File: src/design/hbsrc_pkg.sv
// Shared types and constants for the H-bridge soft-start ramp controller.
// No dependencies; imported by every module of the block.
`default_nettype none

package hbsrc_pkg;

    localparam int MOTOR_COUNT = 2;
    localparam int SEL_W       = 1;
    localparam int LEVEL_W     = 7;
    localparam int DUTY_W      = 10;
    localparam int GUARD_W     = 16;
    localparam int CFG_INDEX_W = 2;
    localparam int CFG_DATA_W  = 16;
    localparam int IN_TDATA_W  = 24;
    localparam int OUT_TDATA_W = 48;

    localparam logic [LEVEL_W-1:0] LEVEL_MAX         = 7'd100;
    localparam logic [GUARD_W-1:0] GUARD_TIMEOUT_RST = 16'd2000;

    typedef logic [LEVEL_W-1:0] level_t;
    typedef logic [DUTY_W-1:0]  duty_t;

    typedef enum logic [CFG_INDEX_W-1:0] {
        REG_MOTOR_SELECT  = 2'd0,
        REG_TARGET_SPEED  = 2'd1,
        REG_INSTANT_START = 2'd2,
        REG_GUARD_TIMEOUT = 2'd3
    } cfg_index_t;

    typedef struct packed {
        logic [1:0]         motor_select;
        level_t             target_speed;
        logic               instant_start;
        logic [GUARD_W-1:0] guard_timeout;
    } cfg_t;

    typedef struct packed {
        logic               cw_command;
        logic               ccw_command;
        logic [GUARD_W-1:0] guard_count;
        logic               brake_request;
    } in_item_t;

    typedef struct packed {
        duty_t m0_fwd_duty;
        duty_t m0_rev_duty;
        duty_t m1_fwd_duty;
        duty_t m1_rev_duty;
        logic  moving;
        logic  acted;
    } out_item_t;

endpackage

`default_nettype wire

File: src/design/hbridge_soft_ramp_controller.sv
// H-bridge soft-start ramp controller, top level.
// Each item is held in the input register, its result in the output register.
// Throughput: one item per cycle unless the output stalls; the input register
// takes a new item while a finished result waits in the output register.
// Reset (rst_n, async, low): ramps and compares clear to zero, guard_timeout
// loads 2000, other registers clear; both pipeline stages empty.
`default_nettype none

module hbridge_soft_ramp_controller #(
    parameter int PWM_PERIOD = 1000
) (
    input  wire logic                               clk,
    input  wire logic                               rst_n,
    // Configuration write port
    input  wire logic                               cfg_wr_en,
    input  wire logic [hbsrc_pkg::CFG_INDEX_W-1:0]  cfg_index,
    input  wire logic [hbsrc_pkg::CFG_DATA_W-1:0]   cfg_wdata,
    // Input items
    input  wire logic                               s_axis_tvalid,
    output      logic                               s_axis_tready,
    // [0] cw_command, [1] ccw_command, [17:2] guard_count, [18] brake_request
    input  wire logic [hbsrc_pkg::IN_TDATA_W-1:0]   s_axis_tdata,
    // Result items
    output      logic                               m_axis_tvalid,
    input  wire logic                               m_axis_tready,
    // [9:0] m0_fwd_duty, [19:10] m0_rev_duty, [29:20] m1_fwd_duty,
    // [39:30] m1_rev_duty, [40] moving, [41] acted
    output      logic [hbsrc_pkg::OUT_TDATA_W-1:0]  m_axis_tdata
);
    import hbsrc_pkg::*;

    cfg_t      cfg;
    in_item_t  in_item;
    in_item_t  in_item_reg;
    logic      in_valid_reg;
    out_item_t result;
    out_item_t out_item_reg;
    logic      out_valid_reg;
    logic      advance;

    hbsrc_cfg_regs u_cfg_regs (
        .clk       (clk),
        .rst_n     (rst_n),
        .cfg_wr_en (cfg_wr_en),
        .cfg_index (cfg_index),
        .cfg_wdata (cfg_wdata),
        .cfg       (cfg)
    );

    // Unpack the incoming item, first field in the low bits.
    assign in_item.cw_command    = s_axis_tdata[0];
    assign in_item.ccw_command   = s_axis_tdata[1];
    assign in_item.guard_count   = s_axis_tdata[2 +: GUARD_W];
    assign in_item.brake_request = s_axis_tdata[2 + GUARD_W];

    // Move the held item into the result stage whenever that stage is free
    // or being emptied this cycle; the state update happens on the same edge.
    assign advance       = in_valid_reg & (~out_valid_reg | m_axis_tready);
    assign s_axis_tready = ~in_valid_reg | advance;

    always_ff @(posedge clk or negedge rst_n)
    begin
        if (!rst_n)
        begin
            in_valid_reg  <= 1'b0;
            out_valid_reg <= 1'b0;
        end
        else
        begin
            if (s_axis_tvalid && s_axis_tready)
                in_valid_reg <= 1'b1;
            else if (advance)
                in_valid_reg <= 1'b0;

            if (advance)
                out_valid_reg <= 1'b1;
            else if (m_axis_tready)
                out_valid_reg <= 1'b0;
        end
    end

    // Payload registers: no reset, qualified by the valid flags above.
    always_ff @(posedge clk)
    begin
        if (s_axis_tvalid && s_axis_tready)
            in_item_reg <= in_item;
        if (advance)
            out_item_reg <= result;
    end

    hbsrc_ramp_core #(
        .PWM_PERIOD (PWM_PERIOD)
    ) u_ramp_core (
        .clk     (clk),
        .rst_n   (rst_n),
        .cfg     (cfg),
        .advance (advance),
        .item    (in_item_reg),
        .result  (result)
    );

    // Pack the result, first field in the low bits, zero fill to whole bytes.
    assign m_axis_tvalid = out_valid_reg;
    assign m_axis_tdata  = {
        (OUT_TDATA_W - 4*DUTY_W - 2)'(0),
        out_item_reg.acted,
        out_item_reg.moving,
        out_item_reg.m1_rev_duty,
        out_item_reg.m1_fwd_duty,
        out_item_reg.m0_rev_duty,
        out_item_reg.m0_fwd_duty
    };

    // A skipped tick never reports motion.
    a_skip_not_moving: assert property (@(posedge clk) disable iff (!rst_n)
        out_valid_reg && !out_item_reg.acted |-> !out_item_reg.moving)
        else $error("skipped tick reports moving");

    // Compares never exceed the PWM period.
    a_duty_in_range: assert property (@(posedge clk) disable iff (!rst_n)
        out_valid_reg |->
            out_item_reg.m0_fwd_duty <= DUTY_W'(PWM_PERIOD) &&
            out_item_reg.m0_rev_duty <= DUTY_W'(PWM_PERIOD) &&
            out_item_reg.m1_fwd_duty <= DUTY_W'(PWM_PERIOD) &&
            out_item_reg.m1_rev_duty <= DUTY_W'(PWM_PERIOD))
        else $error("compare above PWM period");

    // A bridge never drives both sides at once.
    a_one_side: assert property (@(posedge clk) disable iff (!rst_n)
        out_valid_reg |->
            (out_item_reg.m0_fwd_duty == '0 || out_item_reg.m0_rev_duty == '0) &&
            (out_item_reg.m1_fwd_duty == '0 || out_item_reg.m1_rev_duty == '0))
        else $error("both sides of a bridge driven");

    // An item that advances shows up as a valid result on the next cycle.
    a_advance_lands: assert property (@(posedge clk) disable iff (!rst_n)
        advance |=> m_axis_tvalid)
        else $error("advanced item lost");

    // An empty input stage always takes an item.
    a_ready_when_empty: assert property (@(posedge clk) disable iff (!rst_n)
        !in_valid_reg |-> s_axis_tready)
        else $error("input stalled while empty");

endmodule

`default_nettype wire

File: src/design/hbsrc_cfg_regs.sv
// Configuration register file: four write-only control registers.
// Depends on hbsrc_pkg.
`default_nettype none

module hbsrc_cfg_regs (
    input  wire logic                               clk,
    input  wire logic                               rst_n,
    input  wire logic                               cfg_wr_en,
    input  wire logic [hbsrc_pkg::CFG_INDEX_W-1:0]  cfg_index,
    input  wire logic [hbsrc_pkg::CFG_DATA_W-1:0]   cfg_wdata,
    output hbsrc_pkg::cfg_t                         cfg
);
    import hbsrc_pkg::*;

    cfg_t cfg_reg;
    cfg_t cfg_next;

    always_comb
    begin
        cfg_next = cfg_reg;
        if (cfg_wr_en)
        begin
            unique case (cfg_index_t'(cfg_index))
                REG_MOTOR_SELECT:  cfg_next.motor_select  = cfg_wdata[1:0];
                REG_TARGET_SPEED:  cfg_next.target_speed  = cfg_wdata[LEVEL_W-1:0];
                REG_INSTANT_START: cfg_next.instant_start = cfg_wdata[0];
                REG_GUARD_TIMEOUT: cfg_next.guard_timeout = cfg_wdata[GUARD_W-1:0];
                default:           cfg_next = cfg_reg;
            endcase
        end
    end

    always_ff @(posedge clk or negedge rst_n)
    begin
        if (!rst_n)
        begin
            cfg_reg.motor_select  <= 2'd0;
            cfg_reg.target_speed  <= '0;
            cfg_reg.instant_start <= 1'b0;
            cfg_reg.guard_timeout <= GUARD_TIMEOUT_RST;
        end
        else
        begin
            cfg_reg <= cfg_next;
        end
    end

    assign cfg = cfg_reg;

endmodule

`default_nettype wire

File: src/design/hbsrc_scale.sv
// Percent-to-compare scaling: level * PWM_PERIOD / 100 by a constant reciprocal.
// Depends on hbsrc_pkg.
`default_nettype none

module hbsrc_scale #(
    parameter int PWM_PERIOD = 1000
) (
    input  wire hbsrc_pkg::level_t level,
    output hbsrc_pkg::duty_t       duty
);
    import hbsrc_pkg::*;

    // floor(x / 100) == (x * RECIP) >> RECIP_SHIFT for x below about 199000,
    // and x = level * PWM_PERIOD stays below 128 * 1000. Folding PWM_PERIOD
    // into the constant leaves a single multiply.
    localparam int RECIP_SHIFT = 24;
    localparam int RECIP       = 167773;
    localparam int SCALE       = PWM_PERIOD * RECIP;
    localparam int SCALE_W     = $clog2(SCALE + 1);
    localparam int MUL_W       = LEVEL_W + SCALE_W;
    localparam int PROD_W      = (MUL_W > RECIP_SHIFT + DUTY_W) ? MUL_W
                                                                : RECIP_SHIFT + DUTY_W;

    logic [PROD_W-1:0] prod;

    assign prod = PROD_W'(level) * PROD_W'(SCALE);
    assign duty = prod[RECIP_SHIFT +: DUTY_W];

endmodule

`default_nettype wire

File: src/design/hbsrc_ramp_core.sv
// Ramp and bridge state with the per-tick update logic.
// Depends on hbsrc_pkg and hbsrc_scale.
`default_nettype none

module hbsrc_ramp_core #(
    parameter int PWM_PERIOD = 1000
) (
    input  wire logic                clk,
    input  wire logic                rst_n,
    input  wire hbsrc_pkg::cfg_t     cfg,
    input  wire logic                advance,
    input  wire hbsrc_pkg::in_item_t item,
    output hbsrc_pkg::out_item_t     result
);
    import hbsrc_pkg::*;

    level_t ramp_reg  [MOTOR_COUNT];
    level_t ramp_next [MOTOR_COUNT];
    duty_t  duty_reg  [2*MOTOR_COUNT];
    duty_t  duty_next [2*MOTOR_COUNT];

    level_t ramp_base [MOTOR_COUNT];
    duty_t  duty_base [2*MOTOR_COUNT];
    duty_t  scaled    [MOTOR_COUNT];

    logic             sel_ok;
    logic [SEL_W-1:0] sel;
    level_t           tgt;
    logic             timed_out;
    logic             go_cw;
    logic             go_ccw;
    logic             cmd;

    assign sel_ok    = ~cfg.motor_select[1];
    assign sel       = cfg.motor_select[SEL_W-1:0];
    assign tgt       = (cfg.target_speed > LEVEL_MAX) ? LEVEL_MAX : cfg.target_speed;
    assign timed_out = item.guard_count > cfg.guard_timeout;
    assign go_cw     = item.cw_command & ~timed_out;
    assign go_ccw    = item.ccw_command & ~item.cw_command & ~timed_out;
    assign cmd       = go_cw | go_ccw;

    // New ramp levels: step or jump the selected motor, or decay both.
    always_comb
    begin
        level_t lv;
        for (int m = 0; m < MOTOR_COUNT; m++)
        begin
            ramp_base[m] = (item.brake_request | timed_out) ? '0 : ramp_reg[m];
            duty_base[2*m]     = item.brake_request ? '0 : duty_reg[2*m];
            duty_base[2*m + 1] = item.brake_request ? '0 : duty_reg[2*m + 1];
            lv = ramp_base[m];
            if (cmd)
            begin
                if (SEL_W'(m) == sel)
                begin
                    if (cfg.instant_start)
                        lv = tgt;
                    if (lv < tgt)
                        lv = lv + 1'b1;
                end
            end
            else if (lv != '0)
            begin
                lv = lv - 1'b1;
            end
            ramp_next[m] = lv;
        end
    end

    for (genvar g = 0; g < MOTOR_COUNT; g++)
    begin : g_scale
        hbsrc_scale #(
            .PWM_PERIOD (PWM_PERIOD)
        ) u_scale (
            .level (ramp_next[g]),
            .duty  (scaled[g])
        );
    end

    // New compares: commanded side on the selected bridge, or all bridges coast.
    always_comb
    begin
        for (int m = 0; m < MOTOR_COUNT; m++)
        begin
            duty_next[2*m]     = duty_base[2*m];
            duty_next[2*m + 1] = duty_base[2*m + 1];
            if (cmd)
            begin
                if (SEL_W'(m) == sel)
                begin
                    duty_next[2*m]     = go_cw ? scaled[m] : '0;
                    duty_next[2*m + 1] = go_cw ? '0 : scaled[m];
                end
            end
            else if (duty_base[2*m] == '0)
            begin
                duty_next[2*m]     = '0;
                duty_next[2*m + 1] = scaled[m];
            end
            else
            begin
                duty_next[2*m]     = scaled[m];
                duty_next[2*m + 1] = '0;
            end
        end
    end

    always_ff @(posedge clk or negedge rst_n)
    begin
        if (!rst_n)
        begin
            for (int m = 0; m < MOTOR_COUNT; m++)
                ramp_reg[m] <= '0;
            for (int d = 0; d < 2*MOTOR_COUNT; d++)
                duty_reg[d] <= '0;
        end
        else if (advance && sel_ok)
        begin
            ramp_reg <= ramp_next;
            duty_reg <= duty_next;
        end
    end

    always_comb
    begin
        if (sel_ok)
        begin
            result.m0_fwd_duty = duty_next[0];
            result.m0_rev_duty = duty_next[1];
            result.m1_fwd_duty = duty_next[2];
            result.m1_rev_duty = duty_next[3];
            result.moving      = cmd;
            result.acted       = 1'b1;
        end
        else
        begin
            result.m0_fwd_duty = duty_reg[0];
            result.m0_rev_duty = duty_reg[1];
            result.m1_fwd_duty = duty_reg[2];
            result.m1_rev_duty = duty_reg[3];
            result.moving      = 1'b0;
            result.acted       = 1'b0;
        end
    end

endmodule

`default_nettype wire

File: config.mk
export PLATFORM = sky130hd
export DESIGN_NAME = hbridge_soft_ramp_controller
export DESIGN_NICKNAME = d
export VERILOG_FILES = /design/src/design/hbsrc_pkg.sv /design/src/design/hbridge_soft_ramp_controller.sv /design/src/design/hbsrc_cfg_regs.sv /design/src/design/hbsrc_scale.sv /design/src/design/hbsrc_ramp_core.sv
export SDC_FILE = /design/constraint.sdc
export NUM_CORES = 1
export LEC_CHECK = 0
export BUFFER_PORTS_ARGS = -buffer_cell sky130_fd_sc_hd__buf_4
export CELL_PAD_IN_SITES_DETAIL_PLACEMENT = 2
export CELL_PAD_IN_SITES_GLOBAL_PLACEMENT = 2
export CORE_ASPECT_RATIO = 0.8
export CORE_MARGIN = 2
export CORE_UTILIZATION = 39
export CTS_BUF_LIST = sky130_fd_sc_hd__clkbuf_8 sky130_fd_sc_hd__clkbuf_16
export DETAILED_ROUTE_END_ITERATION = 7
export GPL_TIMING_DRIVEN = 0
export PLACE_DENSITY_LB_ADDON = 0.15
export SYNTH_ARGS = -nofsm -noshare
export SYNTH_HDL_FRONTEND = slang
export SYNTH_SLANG_ARGS = --single-unit
File: constraint.sdc
create_clock -name clk -period 7.5 [get_ports clk]
set_clock_uncertainty 0.05 [all_clocks]
set_input_delay 0.75 -clock clk [delete_from_list [all_inputs] [get_ports clk]]
set_output_delay 0.75 -clock clk [all_outputs]
set_load 0.05 [all_outputs]
=== After elaboration in Yosys (flattened, before gate mapping) ===
Cells that the tools add are included.

* Register bits: 143
* Output and inout bits: 50

* Multipliers: 2
* Magnitude comparators: 4
* Add/sub/neg operators: 4
* Bitwise gates (word level): 13
* Eq/ne operators: 3
* Multiplexer cells: 36
* Reductions and logical operators: 13

{| class="wikitable"
|+ Operators by type and width
! operator !! number
|-
| two-way mux 20 bit || 6
|-
| two-way mux 7 bit || 17
|-
| two-way mux 10 bit || 8
|-
| multiplier 7 x 25 -> 31 bit (second input constant) || 2
|-
| two-way mux 42 bit || 1
|-
| zero test 10 bit || 2
|-
| > comparator 16 bit || 1
|-
| adder 7 x 1 -> 7 bit (second input constant) || 2
|-
| less-than comparator 7 bit || 2
|-
| nonzero test 7 bit || 2
|-
| subtractor 7 x 1 -> 7 bit (second input constant) || 2
|-
| AND reduction 2 bit || 4
|-
| > comparator 7 bit (second input constant) || 1
|-
| inverter 1 bit || 5
|-
| AND 1 bit || 4
|-
| == test 2 bit (second input constant) || 2
|-
| two-way mux 1 bit || 4
|-
| OR 1 bit || 4
|-
| nonzero test 2 bit || 2
|-
| == test 2 x 1 -> 1 bit (second input constant) || 1
|-
| logical AND 1 bit || 2
|-
| zero test 2 bit || 1
|}

=== Depth between registers and ports, before layout ===
Gate-level depths: netlist of run 1.

* Depth after elaboration: 15
* Depth in mapped cells: 32

=== Hierarchy ===
A second synthesis of run 1 with hierarchy kept.

* Cells, all modules: 704
* Area total of the unflattened synthesis: 8,131.5 µm²

{| class="wikitable"
|+ By module, submodules not included
! module !! instances !! area each (µm²) !! cells each !! sequential area each (µm²)
|-
| hbsrc_ramp_core || 1 || 4,485.6 || 507 || 1,351.3
|-
| hbridge_soft_ramp_controller || 1 || 1,984.4 || 76 || 1,881.8
|-
| hbsrc_cfg_regs || 1 || 1,043.5 || 57 || 658.1
|-
| hbsrc_scale || 2 || 309.0 || 32 || 0.0
|}

=== Worst setup path before layout of run 1 ===
Ideal clock, no wire load.

* Path type: register to register
* Start point: reg u_cfg_regs.cfg_reg (netlist bit u_cfg_regs.cfg[10])
* End point: reg out_item_reg (netlist bit m_axis_tdata[9]), data pin
* Data required time: 7.281 ns
* Cell stages (with the launch flop): 30
* Setup slack: 0.775 ns
* Data arrival time: 6.506 ns
* Setup time: 0.169 ns
* Path through: dfstp_2 > inv_1 > ha_1 > nand2_1 > or4_4 > nor3_2 > a31oi_1 > nor2_2 > nand2_1 > o21ai_0 > ha_1 > a21o_1 > a21o_2 > a21oi_1 > nand2_1 > o31a_1 > buf_6 > or4_1 > a31o_2 > ha_1 > ha_1 > ha_1 > ha_1 > a41o_1 > a21oi_1 > xor2_1 > xnor2_2 > xnor2_2 > a22oi_2 > o31ai_1

{| class="wikitable"
|+ RTL lines
! item !! line !! RTL
|-
| from (decl) || hbsrc_cfg_regs.sv:15 || <nowiki>cfg_t cfg_reg;</nowiki>
|-
| from (signal assigned) || hbsrc_cfg_regs.sv:44 || <nowiki>cfg_reg <= cfg_next;</nowiki>
|-
| to (signal assigned) || hbridge_soft_ramp_controller.sv:88 || <nowiki>out_item_reg <= result;</nowiki>
|-
| to (decl) || hbridge_soft_ramp_controller.sv:37 || <nowiki>out_item_t out_item_reg;</nowiki>
|}

==> results of run 1 <==
## Yosys cell counts, types with 10 or more instances
cell type,instances,share of area [%]
a21oi_1,32,1.9
a22o_1,51,5.4
and2_1,13,0.98
clkbuf_1,19,0.86
dfrtp_1,76,23
edfxtp_1,61,22
ha_1,64,9.7
inv_1,33,1.5
mux2_2,39,5.3
nand2_1,87,3.9
nand3_1,10,0.60
nor2_1,47,2.1
nor3_1,12,0.72
o21ai_0,28,1.7
o31ai_1,14,1.3
xnor2_1,15,1.6
## cell type report
type	count	share of cell area (%)
Clock buffer	18	4.302
Multi-Input combinational cell	557	42.35
Sequential cell	143	38.12
Timing Repair Buffer	92	6.888
Inverter	34	1.250
Tap cell	269	3.297
Buffer	36	2.267
Clock inverter	14	1.532
## per-stage QoR
step	hold slack (ns)	total power, mW	area [um2]	setup slack [ns]	util, %
6_report	0.4414	4.184	10210	0.2041	49.18
5_1_grt	0.4244	4.426	10210	-0.1529	49.18
4_1_cts	0.4251	4.101	9992	0.03502	48.13
3_5_place_dp	0.4214	3.147	9313	-0.4134	44.86
3_3_place_gp	0.4134	3.022	9291	-0.1545	44.76
2_1_floorplan	0.3942	2.517	8317	0.7750	-
## final timing paths
path                                                  to               startpoint
worst max register to register          m_axis_tdata[29]        u_cfg_regs.cfg[7]
worst min-delay path             u_ramp_core.duty_reg[0]  u_ramp_core.duty_reg[0]
min in group asynchronous       u_ramp_core.ramp_reg[12]                    rst_n
max in group asynchronous       u_ramp_core.ramp_reg[10]                    rst_n
worst max-delay path                    m_axis_tdata[29]        u_cfg_regs.cfg[7]
worst min register to register   u_ramp_core.duty_reg[0]  u_ramp_core.duty_reg[0]
## power by group through the flow
| stage | sequential [mW] | clock, mW | combinational, mW |
|---|---|---|---|
| 6_report | 1.23 | 0.884 | 2.07 |
| 4_1_cts | 1.22 | 0.899 | 1.98 |
| 3_3_place_gp | 1.21 | 0 | 1.81 |
| 3_5_place_dp | 1.23 | 0 | 1.92 |
| 2_1_floorplan | 1.39 | 0 | 1.13 |
| 5_1_grt | 1.25 | 0.930 | 2.24 |
## what timing repair did
item | in CTS | in global routing
resized for setup | 13 | 36
setup endpoints to repair | 12 | 12
pin swaps | 3 | 12
setup buffers | 2 | 4
gates cloned | 0 | 0
## worst register-to-register path: cells and delay by family, from the launching register on
kind	cells	cell delay (ns)
AO/OA/AOI/OAI	10	2.31
flip-flops	1	0.53
buffers and inverters	3	0.46
AND/OR/NAND/NOR	6	1.13
multiplexers	1	0.31
adder cells (fa/ha/maj)	6	1.71
XOR/XNOR	3	0.67
## cells in the final DEF (no fill, tap or decap), types with 6 or more instances in the layout
cell type / synthesis / layout
buf_4: 6 / 97
nand2_1: 87 / 86
dfrtp_1: 76 / 76
edfxtp_1: 61 / 61
ha_1: 64 / 59
a22o_1: 51 / 51
nor2_1: 47 / 47
mux2_2: 39 / 39
inv_1: 33 / 34
a21oi_1: 32 / 28
o21ai_0: 28 / 22
clkbuf_1: 19 / 19
clkbuf_16: 0 / 17
xnor2_1: 15 / 15
o31ai_1: 14 / 13
and2_1: 13 / 12
nand3_1: 10 / 10
nor3_1: 12 / 10
o21a_1: 9 / 9
o21ai_2: 1 / 9
a31oi_1: 7 / 6
xor2_1: 7 / 6
conb_1: 1 / 6
dfstp_2: 6 / 6
## kinds of logic after synthesis
group,after synthesis,share of synthesized area (%)
mux,44,5.896
simple gates,218,12.73
compound gates,200,17.60
fa+ha+maj,64,9.650
flops,143,46.89
other cells,1,0.04519
xor+xnor,25,2.910
buf+inv,70,4.282
## routing by layer
metal  vias up  share of wire, %  global-route usage, %  wire length (um)
li1       3054                 -                      -                 -
met1      3562                45                  34.23             13070
met2       175                50                  44.06             14510
met3        36               3.5                  4.074              1003
met4         0               1.6                  7.423               465
met5         -                 0                      0                 0
==> run summary, run 1 <==
Outcome -> finished clean
Crit path max-delay family -> compound AO/OA/AOI/OAI gates
Num CTS Buffers -> 17
Initial DRC count -> 323
Maximum fanout along the worst path -> 10
Residual DRC -> 0
Syn Std Cell Area -> 8298 um2
DR vias/cell -> 5.870
Antenna cells -> 0
Cells on worst reg2reg path -> 29
Dominant synthesized flop cell -> dfrtp_1
Leak -> 4.471 nW
Initial Utilization -> 39.97%
Clk pin slew, worst setup/hold paths -> 0.07 ns
Number of global-route vias before repair -> 7646
Fraction of registers with async set/reset -> 57.34%
CP bufs+invs -> 3
Hold Buf Count CTS -> 0
Sw power -> 1.860 mW
Logic gate share of total power -> 49.5%
Worst Path Arrival -> 7.50 ns
Clock Sinks -> 143
Worst skew pair latency -> 0.43 ns
Yosys cell types -> 82
Final hold vios -> 0
VDD IR max -> 240.1 uV
CTS tree -> built
Setup violations, final -> 0
First-pass GRT wire length -> 44.73 mm
PwrDens -> 409.9 nW/um2
Dpl cells -> 1125
Non-filler instance count after layout -> 1163
Reg area -> 3891 um2
Die Y-Extent -> 134.5 um
TritonRoute pass-1 iters -> 5
Clock Path Buffers -> 2
CTS HTree Levels -> 4
Worst Hold Class -> register to register
Tmin final -> 7.296 ns
Share of cells above drive strength 1 -> 26.73%
Fmax -> 137.1 MHz
All-Layer GR Usage -> 25.82%
Root Driver -> clkbuf_16
Crit path depth -> 29
Post-synthesis sequential area ratio -> 46.89%
Cells after synthesis -> 765
Crit-path slowest cell -> dfstp_2
Syn_area_per_cell -> 10.85 um2
Area Growth Syn to Fin -> 23.02%
Max FFs per register -> 42
Setup CP Type -> register to register
R2r setup slk -> 0.20 ns
Die Span X -> 167.1 um
Placer Congestion -> 0.8452
Setup TNS -> 0 ns
Most used cell, CP -> ha_1
Worst Setup Start Kind -> register
Number of vias in the routed layout -> 6827
Kind of end point of the critical path -> register
Fin crit share -> 97.28%
Top-Level Pins -> 97
Fillers -> 2117
Area of the multi-input gates -> 4323 um2
Remaining antenna violation count -> 0
Routed Wire Length -> 29.04 mm
Max incr delay on CP -> 0.53 ns
Pint -> 2.324 mW
Fraction of power consumed by the clock network -> 21.1%
Port Buf Inserts -> 85
Routed WL per cell -> 24.97 um
EDFF count, synth -> 61
Count of state elements after synthesis -> 143
Fin nets -> 992
Yosys Warn Count -> 0
Num rows -> 47
MaxCap Viol Count -> 0
Worst hold stages -> 1
Hpwl dp -> 20.08 mm
Pin count of the biggest net entering global routing -> 83
Core area -> 20760 um2
Die area -> 22470 um2
Max-slew violations -> 0
Initial antenna violation count -> 0
Sw Share -> 44.45%
Sequential power share -> 29.4%
Worst slew pin tran -> 1.170 ns
Rel. slew slack -> 21.99%
Worst path required time -> 7.70 ns
Remaining global-route overflow -> 0
Power figures use the tool's default switching activity.
==> inputs of run 2 (changes only) <==
--- a/config.mk
+++ b/config.mk
@@ -8,7 +8,6 @@
 export BUFFER_PORTS_ARGS = -buffer_cell sky130_fd_sc_hd__buf_4
 export CELL_PAD_IN_SITES_DETAIL_PLACEMENT = 2
 export CELL_PAD_IN_SITES_GLOBAL_PLACEMENT = 2
-export CORE_ASPECT_RATIO = 0.8
 export CORE_MARGIN = 2
 export CORE_UTILIZATION = 39
 export CTS_BUF_LIST = sky130_fd_sc_hd__clkbuf_8 sky130_fd_sc_hd__clkbuf_16
@@ -17,4 +16,5 @@
 export PLACE_DENSITY_LB_ADDON = 0.15
 export SYNTH_ARGS = -nofsm -noshare
 export SYNTH_HDL_FRONTEND = slang
+export SYNTH_HIERARCHICAL = 1
 export SYNTH_SLANG_ARGS = --single-unit
==> run summary, run 2 <==
Outcome -> finished clean
Die Y-Extent -> 148.4 um
Most common cell in the netlist -> a22o_1
Post-synthesis xor/xnor area fraction -> 2.370%
Hpwl dp -> 17.71 mm
Cell taking the most area after synthesis -> dfrtp_1
Most common cell after layout, fill and taps aside -> buf_4
PostCTS Resize Cnt -> 0
Root Driver -> clkbuf_16
Leak -> 4.301 nW
Worst slew pin tran -> 1.138 ns
Antenna cells -> 0
All-Layer GR Usage -> 22.69%
Number of vias in the routed layout -> 6300
EDFF count, synth -> 61
Clock Path Buffers -> 2
Rel. slew slack -> 24.13%
Most frequent cells in the layout -> buf_4 (99), a22o_1 (84), dfrtp_1 (76)
First-pass GRT wire length -> 38.87 mm
Area Growth Syn to Fin -> 19.39%
# Post-CTS Setup Buffers -> 0
Dominant synthesized flop cell -> dfrtp_1
Residual DRC -> 0
CTS HTree Levels -> 4
Initial antenna violation count -> 0
VDD IR max -> 179.7 uV
Worst Path Arrival -> 7.28 ns
Fmax -> 140.0 MHz
Placer Congestion -> 0.8592
Post-DP Area -> 9128 um2
Pint -> 2.308 mW
Maximum fanout along the worst path -> 10
Yosys cell types -> 75
Max-slew violations -> 0
Non-filler instance count after layout -> 1096
TritonRoute pass-1 iters -> 4
Clock Sinks -> 143
Setup violations, final -> 0
Sw power -> 1.803 mW
Synth top area share -> 23.39%
Syn Std Cell Area -> 8132 um2
Initial DRC count -> 190
Fin nets -> 926
Yosys Warn Count -> 6
Routed Wire Length -> 24.10 mm
Routed WL per cell -> 21.99 um
Kind of end point of the critical path -> register
Worst Setup Start Kind -> register
Hold Buf Count CTS -> 0
Post-synthesis compound-gate area fraction -> 19.37%
Synth Area in Adders -> 10.16%
Largest family of logic cells by synthesized area -> compound AO/OA/AOI/OAI gates
CTS tree -> built
Fillers -> 2068
Max FFs per register -> 42
Number of global-route vias before repair -> 7046
Final instance area -> 9708 um2
Fraction of power consumed by the clock network -> 19.8%
Final hold vios -> 0
Setup TNS -> 0 ns
DR vias/cell -> 5.748
Top-Level Pins -> 97
Clk pin slew, worst setup/hold paths -> 0.07 ns
Core area -> 20360 um2
Pin count of the biggest net entering global routing -> 83
Count of state elements after synthesis -> 143
Dpl cells -> 1064
Worst hold slack -> 0.4239 ns
Logic gate share of total power -> 49.6%
Worst path required time -> 7.64 ns
Initial Utilization -> 39.93%
Tmin final -> 7.143 ns
Post-synthesis sequential area ratio -> 47.85%
Die area -> 22020 um2
Post-synthesis simple-gate area fraction -> 10.72%
Sw Share -> 43.86%
Top cells by count, synth -> a22o_1 (84), dfrtp_1 (76), ha_1 (66), edfxtp_1 (61), nor2_1 (47)
Synth top area cells -> dfrtp_1 (23%), edfxtp_1 (23%), ha_1 (10%)
PwrDens -> 423.5 nW/um2
Num CTS Buffers -> 17
Fin crit share -> 95.24%
Syn_area_per_cell -> 11.55 um2
Sequential power share -> 30.7%
Final core occ -> 47.67%
Setup CP Type -> register to register
Worst Hold Class -> input pin to async pin
Remaining antenna violation count -> 0
Die Span X -> 148.4 um
Worst skew pair latency -> 0.43 ns
Port Buf Inserts -> 85
Mux cell area share after synthesis -> 5.416%
Share of cells above drive strength 1 -> 23.97%
Fraction of registers with async set/reset -> 57.34%
Remaining global-route overflow -> 0
Num rows -> 52
MaxCap Viol Count -> 0
Cells after synthesis -> 704
run 2: cell types whose count changed in the layout (fill, tap and decap cells not counted), sizes merged, moves of 7 or more:
cell   before  now
o21a        9    0
nand2      88   37
and2       14    4
nand3      10   21
a21oi      33   22
a22o       51   84
nor3       15    7
o31ai      15    8
run 2: metal layers:
layer	vias up	share of wire, %	GRT usage [%]
li1	2891	-	-
met1	3246	43	27.77
met2	128	52	41.09
met3	35	2.6	3.466
met4	0	1.9	7.190
met5	-	0	0
run 2: kinds of logic (layout without fill, tap and decap cells):
family          after synthesis  count (layout)
compound gates              203             203
simple gates                162             162
flops                       143             143
buf+inv                      69             186
fa+ha+maj                    66              66
mux                          36              36
xor+xnor                     22              22
other cells                   3               8
run 2: worst max-delay path, cell delays in order, from the launching register on:
cell	delay [ns]
dfstp_2	0.53
inv_1	0.05
ha_1	0.33
nand4_1	0.21
nor4_4	0.27
nor3b_2	0.34
a41oi_2	0.11
buf_4	0.23
nor2_1	0.33
nand2_1	0.09
o21ai_0	0.19
ha_1	0.34
a21o_1	0.16
a21o_1	0.17
a21oi_1	0.20
o21ai_1	0.16
a311oi_2	0.40
nand3_1	0.14
xor2_1	0.22
a211oi_2	0.38
ha_1	0.30
ha_1	0.31
ha_1	0.30
ha_1	0.34
nand3_1	0.10
o21ai_1	0.25
xnor2_2	0.17
a22o_1	0.23
run 2: layout make-up:
class                      count  area (um2)  share of cell area [%]
multi-input combinational    497        3956                   40.75
sequential                   143        3891                   40.08
timing repair buffer          85       638.1                   6.573
clock buffer                  17       425.4                   4.382
tap                          270       337.8                   3.480
buffer                        37       202.7                   2.088
clock inverter                15       136.4                   1.405
inverter                      32       120.1                   1.237
run 2: worst paths after layout:
path	slack, ns	cells past startpoint	from	endpoint
worst max-delay path	0.36	27	u_cfg_regs/cfg[6]	m_axis_tdata[29]
worst min-delay path	0.42	1	rst_n	u_cfg_regs/cfg[12]
worst max register to register	0.36	27	u_cfg_regs/cfg[6]	m_axis_tdata[29]
worst min register to register	0.46	1	u_ramp_core/duty_reg[28]	u_ramp_core/duty_reg[28]
max in group asynchronous	6.17	1	rst_n	u_ramp_core/ramp_reg[13]
min in group clk	0.44	1	s_axis_tdata[9]	in_item_reg[8]
run 2: through the flow:
| stage | power (mW) | worst slack [ns] |
|---|---|---|
| 6_report | 4.111 | 0.3570 |
| 5_1_grt | 4.366 | -0.02057 |
| 3_5_place_dp | 3.264 | 0.2364 |
| 3_3_place_gp | 3.132 | 0.5412 |
| 2_1_floorplan | 2.624 | 1.492 |
| 4_1_cts | 4.127 | 0.1000 |
run 2: power by group through the flow:
stage | Combinational (mW) | Sequential, mW | Clock, mW
2_1_floorplan | 1.19 | 1.43 | 0
3_3_place_gp | 1.88 | 1.25 | 0
3_5_place_dp | 2.00 | 1.27 | 0
4_1_cts | 2.04 | 1.26 | 0.832
5_1_grt | 2.22 | 1.29 | 0.859
6_report | 2.04 | 1.26 | 0.813
==> inputs of run 3 (changes only) <==
--- a/config.mk
+++ b/config.mk
@@ -9,8 +9,7 @@
 export CELL_PAD_IN_SITES_DETAIL_PLACEMENT = 2
 export CELL_PAD_IN_SITES_GLOBAL_PLACEMENT = 2
 export CORE_MARGIN = 2
-export CORE_UTILIZATION = 39
-export CTS_BUF_LIST = sky130_fd_sc_hd__clkbuf_8 sky130_fd_sc_hd__clkbuf_16
+export CORE_UTILIZATION = 42
 export DETAILED_ROUTE_END_ITERATION = 7
 export GPL_TIMING_DRIVEN = 0
 export PLACE_DENSITY_LB_ADDON = 0.15
==> constraint.sdc (replaced) <==
create_clock -name clk -period 8.9 [get_ports clk]
set_clock_uncertainty 0.05 [all_clocks]
set_input_delay 0.89 -clock clk [delete_from_list [all_inputs] [get_ports clk]]
set_output_delay 0.89 -clock clk [all_outputs]
set_load 0.05 [all_outputs]
==> run summary, run 3 (synthesis results as in run 2) <==
Outcome -> finished clean
Dpl ws -> 1.723 ns
DR vias/cell -> 5.855
Max FFs per register -> 42
Die Span X -> 143.1 um
Initial Utilization -> 43.18%
Setup CP Type -> register to register
Rel. slew slack -> 26.16%
All-Layer GR Usage -> 25.90%
Clock Path Buffers -> 2
Leak -> 4.336 nW
CTS HTree Levels -> 4
PwrDens -> 368.0 nW/um2
Core area -> 18830 um2
MaxCap Viol Count -> 0
Worst Setup Start Kind -> register
Top-Level Pins -> 97
Crit path depth -> 27
Placer Congestion -> 0.8588
Most frequent cells in the layout -> buf_4 (99), a22o_1 (84), dfrtp_1 (76)
First-pass GRT wire length -> 40.49 mm
Num rows -> 50
Non-filler instance count after layout -> 1086
Crit path max-delay family -> compound AO/OA/AOI/OAI gates
# Post-CTS Setup Buffers -> 0
TritonRoute pass-1 iters -> 4
Worst Path Arrival -> 7.36 ns
Worst hold slack -> 0.4603 ns
Final hold vios -> 0
Fmax -> 138.5 MHz
Final core occ -> 51.81%
Most common cell after layout, fill and taps aside -> buf_4
Clk pin slew, worst setup/hold paths -> 0.07 ns
Share of cells above drive strength 1 -> 23.85%
Max-slew violations -> 0
Dpl cells -> 1054
Clock Sinks -> 143
Launch point of the worst reg-to-reg path -> u_cfg_regs/cfg[6]
Worst slew pin tran -> 1.108 ns
Pin count of the biggest net entering global routing -> 83
Initial antenna violation count -> 0
VDD IR max -> 175.0 uV
Routed Wire Length -> 25.34 mm
RSZ-0062 raised after global routing -> false
Root Driver -> clkbuf_16
Worst Hold Class -> register to register
Remaining global-route overflow -> 0
Critical R2R Capture -> m_axis_tdata[29]
Antenna cells -> 0
Hold Buf Count CTS -> 0
Max incr delay on CP -> 0.54 ns
Remaining antenna violation count -> 0
Fin crit share -> 81.14%
Number of vias in the routed layout -> 6359
Crit-path slowest cell -> dfstp_2
Initial DRC count -> 282
Setup violations, final -> 0
R2r setup slk -> 1.68 ns
Port Buf Inserts -> 85
Die area -> 20490 um2
Number of global-route vias before repair -> 7116
Die Y-Extent -> 143.1 um
Setup slack after layout -> 1.679 ns
Kind of end point of the critical path -> register
Area Growth Syn to Fin -> 19.97%
Residual DRC -> 0
Cells on worst reg2reg path -> 27
Routed WL per cell -> 23.34 um
Crit path from -> u_cfg_regs/cfg[6]
CP bufs+invs -> 2
Worst skew pair latency -> 0.43 ns
Tmin final -> 7.221 ns
CTS tree -> built
Fin nets -> 926
Maximum fanout along the worst path -> 10
Hpwl dp -> 17.94 mm
PostCTS Resize Cnt -> 0
Setup TNS -> 0 ns
Setup crit end -> m_axis_tdata[29]
Worst path required time -> 9.04 ns
Most used cell, CP -> ha_1
Num CTS Buffers -> 17
run 3: changes by cell type in the layout (fill, tap and decap cells not counted), sizes merged:
cell,delta
clkinvlp,-4
clkinv,-1
bufinv,+2
inv,+3
run 3: final cells by class:
cell class              count  area [um2]
clock buffers              17       425.4
inverters                  32       120.1
fillers                  1875        9075
well taps                 260       325.3
plain buffers              37       202.7
flip-flops and latches    143        3891
repair buffers             85       638.1
multi-input cells         497        3938
clock inverters            15       215.2
run 3: how the worst min path moves through the flow:
stage	start	end	slack, ns	cells after the start
3_3_place_gp	u_ramp_core/duty_reg[23]	u_ramp_core/duty_reg[23]	0.43	1
6_report	u_ramp_core/duty_reg[1]	u_ramp_core/duty_reg[1]	0.46	1
3_5_place_dp	u_ramp_core/duty_reg[22]	u_ramp_core/duty_reg[22]	0.44	1
5_1_grt	u_cfg_regs/cfg[3]	u_cfg_regs/cfg[3]	0.49	1
2_1_floorplan	u_ramp_core/duty_reg[20]	u_ramp_core/duty_reg[20]	0.42	1
4_1_cts	u_ramp_core/duty_reg[22]	u_ramp_core/duty_reg[22]	0.46	1
run 3: power by group:
| part | total, mW | leakage, nW | switching (mW) | internal (mW) |
|---|---|---|---|---|
| Clock | 0.791 | 0.316 | 0.333 | 0.458 |
| Sequential | 1.07 | 1.63 | 0.150 | 0.916 |
| Combinational | 1.73 | 2.39 | 1.09 | 0.640 |
run 3: per-layer routing:
layer	GRT usage, %	share of wire (%)	vias to the layer above
met5	0	0	-
met1	31.97	43	3315
met3	3.454	2.6	25
met2	47.47	53	121
li1	-	-	2898
met4	6.826	1.3	0
run 3: stage by stage:
stage,area [um2],power [mW]
2_1_floorplan,8150,2.212
3_3_place_gp,9114,2.638
3_5_place_dp,9115,2.753
4_1_cts,9756,3.598
5_1_grt,9756,3.784
6_report,9756,3.590
